File: config.mk
export PLATFORM = sky130hd
export DESIGN_NAME = pqta_ctrl
export DESIGN_NICKNAME = d
export VERILOG_FILES = /design/src/rtl/pqta_pkg.sv /design/src/rtl/pqta_ctrl.sv
export SDC_FILE = /design/constraint.sdc
export NUM_CORES = 1
export LEC_CHECK = 0
export ABC_AREA = 1
export BUFFER_PORTS_ARGS = -buffer_cell sky130_fd_sc_hd__buf_2
export CORE_AREA = 3 3 40 42
export CTS_BUF_LIST = sky130_fd_sc_hd__clkbuf_2 sky130_fd_sc_hd__clkbuf_4 sky130_fd_sc_hd__clkbuf_8
export CTS_CLUSTER_DIAMETER = 40
export DETAILED_ROUTE_END_ITERATION = 12
export DIE_AREA = 0 0 43 45
export GPL_TIMING_DRIVEN = 0
export SYNTH_ARGS = -nofsm -noshare
export SYNTH_HDL_FRONTEND = slang
export SYNTH_SLANG_ARGS = --single-unit
File: constraint.sdc
create_clock -name clk -period 3.15 [get_ports clk]
set_clock_uncertainty 0.1 [all_clocks]
set_input_delay 0.4725 -clock clk [delete_from_list [all_inputs] [get_ports clk]]
set_output_delay 0.4725 -clock clk [all_outputs]
set_load 0.05 [all_outputs]
File: src/rtl/pqta_pkg.sv
// Shared types and constants for the pending query table with aging.
// Holds the table size, request and status codes, controller states and
// the command and status structs that join the controller and datapath.
`default_nettype none

package pqta_pkg;

  // Table geometry.
  localparam int TABLE_ENTRIES = 128;
  localparam int SLOT_W        = $clog2(TABLE_ENTRIES);
  localparam int CNT_W         = SLOT_W + 1;

  // Field widths of the item ports.
  localparam int ID_W       = 16;
  localparam int TAG_W      = 32;
  localparam int LIFE_W     = 8;
  localparam int OUT_SLOT_W = 7;

  localparam logic [LIFE_W-1:0] DEFAULT_LIFETIME = LIFE_W'(6);

  typedef enum logic [1:0] {
    REQ_ADD    = 2'd0,
    REQ_SEARCH = 2'd1,
    REQ_DELETE = 2'd2,
    REQ_TICK   = 2'd3
  } req_t;

  typedef enum logic [1:0] {
    ST_OK        = 2'd0,
    ST_FULL      = 2'd1,
    ST_NOT_FOUND = 2'd2
  } status_t;

  typedef enum logic [2:0] {
    S_IDLE,
    S_ADD,
    S_FIND,
    S_TICK,
    S_RESP
  } state_t;

  // Commands from the controller to the datapath.
  typedef struct packed {
    logic    load;        // latch the request and restart the scan
    logic    issue;       // read the slot under the scan counter and advance
    logic    add_wr;      // write the new entry at the scan counter
    logic    hit_search;  // take slot and tag of the matching entry
    logic    hit_delete;  // take slot of the matching entry and free it
    logic    tick_en;     // age the entries coming out of the read stage
    logic    set_status;  // overwrite the result status
    status_t status;
  } dp_cmd_t;

  // Status from the datapath to the controller.
  typedef struct packed {
    logic free_hit;   // slot under the scan counter is free
    logic add_last;   // scan counter is on the last slot
    logic match_hit;  // read stage holds a valid entry with the request id
    logic scan_done;  // every slot has been read and the read stage is empty
  } dp_sts_t;

endpackage

`default_nettype wire

File: src/rtl/pqta_ctrl.sv
// Controller of the pending query table: sequences the slot scan for each
// request and drives the datapath through command and status structs.
// Depends on pqta_pkg for request codes, states and the structs.
`default_nettype none

module pqta_ctrl
  import pqta_pkg::*;
(
  input  wire logic       clk,
  input  wire logic       rst_n,
  input  wire logic       start,
  input  wire logic [1:0] in_req_type,
  input  wire dp_sts_t    sts,
  output dp_cmd_t         cmd,
  output logic            busy,
  output logic            out_valid
);

  state_t state_r, state_nxt;
  req_t   req_r;

  // State register.
  always_ff @(posedge clk) begin
    if (!rst_n) begin
      state_r <= S_IDLE;
    end else begin
      state_r <= state_nxt;
    end
  end

  // Request type of the item being worked on.
  always_ff @(posedge clk) begin
    if (state_r == S_IDLE && start) begin
      req_r <= req_t'(in_req_type);
    end
  end

  // Next state.
  always_comb begin
    state_nxt = state_r;
    unique case (state_r)
      S_IDLE: begin
        if (start) begin
          unique case (req_t'(in_req_type)) inside
            REQ_ADD:                state_nxt = S_ADD;
            REQ_SEARCH, REQ_DELETE: state_nxt = S_FIND;
            REQ_TICK:               state_nxt = S_TICK;
            default:                state_nxt = S_TICK;
          endcase
        end
      end
      S_ADD: begin
        if (sts.free_hit || sts.add_last) begin
          state_nxt = S_RESP;
        end
      end
      S_FIND: begin
        if (sts.match_hit || sts.scan_done) begin
          state_nxt = S_RESP;
        end
      end
      S_TICK: begin
        if (sts.scan_done) begin
          state_nxt = S_RESP;
        end
      end
      S_RESP:  state_nxt = S_IDLE;
      default: state_nxt = S_IDLE;
    endcase
  end

  // Outputs and datapath commands.
  always_comb begin
    cmd       = '0;
    cmd.status = ST_OK;
    busy      = 1'b1;
    out_valid = 1'b0;
    unique case (state_r)
      S_IDLE: begin
        busy     = 1'b0;
        cmd.load = start;
      end
      S_ADD: begin
        if (sts.free_hit) begin
          cmd.add_wr = 1'b1;
        end else if (sts.add_last) begin
          cmd.set_status = 1'b1;
          cmd.status     = ST_FULL;
        end else begin
          cmd.issue = 1'b1;
        end
      end
      S_FIND: begin
        cmd.issue = 1'b1;
        if (sts.match_hit) begin
          cmd.hit_search = (req_r == REQ_SEARCH);
          cmd.hit_delete = (req_r != REQ_SEARCH);
        end else if (sts.scan_done) begin
          cmd.set_status = 1'b1;
          cmd.status     = ST_NOT_FOUND;
        end
      end
      S_TICK: begin
        cmd.issue   = 1'b1;
        cmd.tick_en = 1'b1;
      end
      S_RESP: begin
        out_valid = 1'b1;
      end
      default: begin
        busy = 1'b1;
      end
    endcase
  end

endmodule

`default_nettype wire

; Word-level counts from Yosys, hierarchy flattened
; Cells that the tools add are included.
[op_classes]
n_mux = 22
reduce_logical = 8
eq_ne = 12
[op_table]
columns = operator, n
row1 = 3-bit two-way mux, 8
row2 = 3-bit case mux with 4 select lines, 1
row3 = 1-bit two-way mux, 8
row4 = "2-bit inequality test, second input constant", 4
row5 = "3-bit by 2-bit equality test with 1-bit output, second input constant", 2
row6 = 3-bit case mux with 2 select lines, 1
row7 = "2-bit by 1-bit equality test with 1-bit output, second input constant", 2
row8 = 2-bit two-way mux, 2
row9 = 2-bit case mux with 2 select lines, 1
row10 = 4-bit AND reduction, 1
row11 = 2-bit OR reduction, 2
row12 = "3-bit by 1-bit equality test with 1-bit output, second input constant", 1
row13 = "3-bit equality test, second input constant", 1
row14 = 3-bit zero test, 1
row15 = "2-bit equality test, second input constant", 1
row16 = 2-bit zero test, 1
row17 = 1-bit logical OR, 2
row18 = "2-bit by 1-bit inequality test with 1-bit output, second input constant", 1
row19 = 1-bit case mux with 2 select lines, 1
row20 = 1-bit logical AND, 1
[totals]
in_bits = 9
reg_bits = 5
word_cells = 44

; Logic depth before layout (Yosys ltp)
[depth]
word_depth = 5
ltp_mapped = 8

; Worst setup path after synthesis
; No wires, ideal clock.
[synth_timing]
kind = register -> output
from = register state_r[1]
to = output cmd[2] in the netlist's numbering
arrival_time_ps = 1755
path_stages_with_launch = 6
path_buffers = 0
required_time_ps = 2577
slack_ps = 822
cell_sequence = dfxtp_1 inv_1 nor2_2 nand2_1 nor3_2 or2_1
[synth_rtl]
columns = item, line_no
row1 = "start, declared", pqta_ctrl.sv:19  ; state_t state_r, state_nxt;
row2 = "start signal, assigned", pqta_ctrl.sv:27  ; state_r <= state_nxt;
row3 = "end, declared", pqta_ctrl.sv:14  ; output dp_cmd_t cmd,

==> flow_summary.yaml <==
cts:
  cts_buffers: 3
  clk_latency_ps: 240
  cts_tree: "built"
  clkTransAtPathRegs_ps: 50
  cts_setup_buffers: 0
  cts.sinks: 5
  root_buffer: "clkbuf_4"
  htree_levels: 1
  cts_hold_buf: 0
  cts_buffer_depth: 2
  cts_resized: 0
die:
  ios: 20
  start_util_pct: 29.6
  rows: 13
  die_area_um2: 1940
  dieWidth_um: 43
  coreArea_um2: 1280
  fp.dieH_um: 45
setup_path:
  crit_path_start_kind: "register"
  worst-setup-path-type: "reg -> out"
  r2r_slack_ps: 1670
  slowest_stage: "dfxtp_1"
  cp.depth: 6
  cp.arrival_ps: 1620
  crit_end: "cmd[8]"
  path_max_fanout: 5
  worst-path-buf-inv: 3
  critPathTopFamily: "simple AND/OR/NAND/NOR gates"
  reg2reg_from: "state_r[1]$_SDFFE_PN0P_"
  path_common_cell: "nor2_1"
  endpoint_kind: "output port"
  cp-startpoint: "state_r[1]$_SDFFE_PN0P_"
  slowest_delay_ps: 340
  ff2ff_path_depth: 5
  cp_data_required_time_ps: 2580
  crit_chain: "nor2_1, inv_1, nor2_1, inv_1, nor2_1, buf_2"
  timing.rr.end: "req_r[1]$_DFFE_PP_"
sta:
  setup_viol: 0
  fin_crit_sh_pct: 69.5
  worst_slack_ps: 960
  finalHoldViolCount: 0
  holdWs_ps: 322
  layout_min_cycle_time_ps: 2190
  worstMarginPinSlew_ps: 258
  slew_viol_final: 0
  finalSetupTns_ps: 0
  slew-limit-headroom_pct: 82.7
  rsz0062_at_grt: "no"
  max_freq_mhz: 457
global_routing:
  grt_pass1_vias: 381
  globalRouteOverflowTotal: 0
  grt_first_pass_wirelength_mm: 1.39
  gr-usage-all-layers_pct: 9.78
  grt_max_degree: 8
  antenna_found_initial: 0
placed_design:
  postPlaceCellArea_um2: 494
  port_buffers: 19
  place_ws_ps: 1230
  gp_congestion: 0.695
  hpwlAfterDp_um: 721
job:
  drv_cap: 0
route:
  routed_wl_um: 852
  ant_nets: 0
  routed_via_density: 4.27
  drc: 0
  first_pass_iters: 4
  vias: 418
  wl_per_cell_um: 8.69
  drt_iter0_drc: 4
worst_hold_path:
  min_delay_path_depth: 1
  min_path_type: "in -> reg"
  worstHoldStart: "in_req_type[0]"
yosys:
  yosys.area_share.adder_pct: 3.29
  ys_seq_elements: 5
  synth_area_per_cell_um2: 6.34
  synth-compound-area-share_pct: 2.63
  synth_top_family_by_area: "simple AND/OR/NAND/NOR gates"
  ys_seq_area_share_pct: 31.6
  syn-cell-area_um2: 380
  synthCells: 60
  ys_types: 16
  yosysWarnings: 0
  muxShareOfSynthArea_pct: 0
  synth_nets: 70
  yosys.area_share.xor_xnor_pct: 0
  synth_simple_gate_area_share_pct: 49.7
finish:
  areaGrowthSynthToFinish_pct: 37.8
  drive_gt1_share_pct: 37.3
  final_cell_mix: "buf_2, inv_1, nor2_1"
  multi_input_area_um2: 211
  regArea_um2: 120
  final_area_um2: 524
  fillers: 143
  layout_commonest_cell: "buf_2"
  nets: 94
  antennaDiodeCount: 0
pwr:
  power_leakage_nw: 0.317
  totalPowerFinal_mw: 0.551
  vdd_drop_max_mv: 0.444
  powerDensity_nw_per_um2: 1050
run_status:
  outcome: "finished clean"
report_power, final:
group,switching (mW),total (mW),internal [mW]
clock network,0.0277,0.0843,0.0566
logic,0.264,0.350,0.0859
registers,0.0241,0.117,0.0925
total,0.316,0.551,0.235
synthesized netlist by cell type:
library cell  count  area, um2
nor3_2            1       10.0
nand3_2           1       10.0
inv_1            13       48.8
nand2_2           2       12.5
dfxtp_1           3       60.1
nor2_1           13       48.8
edfxtp_1          2       60.1
o21ai_0           2       10.0
or2_1             1       6.26
nand2_1          12       45.0
nor2_2            3       18.8
ha_1              1       12.5
and3_1            1       6.26
nand3_1           3       15.0
nor3_1            1       5.00
nor2_4            1       11.3
logic make-up after synthesis:
logic type | count (synthesis)
buffers and inverters | 13
and+or+nand+nor | 39
DFF | 5
adders and majority gates | 1
AOI/OAI and AO/OA | 2
per-layer routing:
metal  vias up  global-route usage, %  share of wire, %
li1        225                      -                 -
met1       177                   9.02                41
met2        14                   18.3                51
met3         2                   2.79               7.4
met4         0                   7.23              0.59
met5         -                      0                 0
state kept, by name, indices dropped and copies added, names as in the netlist:
signal	cells
state_r	3
req_r	2
worst min-delay path by stage:
stage	end	slack [ps]
floorplan	state_r[1]$_SDFFE_PN0P_	430
detailed placement	state_r[1]$_SDFFE_PN0P_	460
global placement	state_r[1]$_SDFFE_PN0P_	460
CTS	req_r[0]$_DFFE_PP_	320
global route	req_r[0]$_DFFE_PP_	330
finish	req_r[0]$_DFFE_PP_	320
area by class of cell:
| type | instances | share of cell area (%) |
|---|---|---|
| Inverter | 13 | 9.31 |
| Timing Repair Buffer | 19 | 18.1 |
| Multi-Input combinational cell | 42 | 40.3 |
| Sequential cell | 5 | 22.9 |
| Clock buffer | 4 | 5.73 |
| Tap cell | 15 | 3.58 |
worst register-to-register path, cell delays in order (launching register included):
cell     delay, ps
dfxtp_1        340
nor2_1         190
inv_1           80
nor2_1         160
inv_1           80
nor2_1         220
per-stage QoR:
stage / instances / utilization, %
after floorplan: 60 / -
after global placement: 94 / 38.5
after detailed placement: 94 / 38.5
after CTS: 98 / 40.8
after global routing: 98 / 40.8
final: 98 / 40.8
Power figures use the tool's default switching activity.
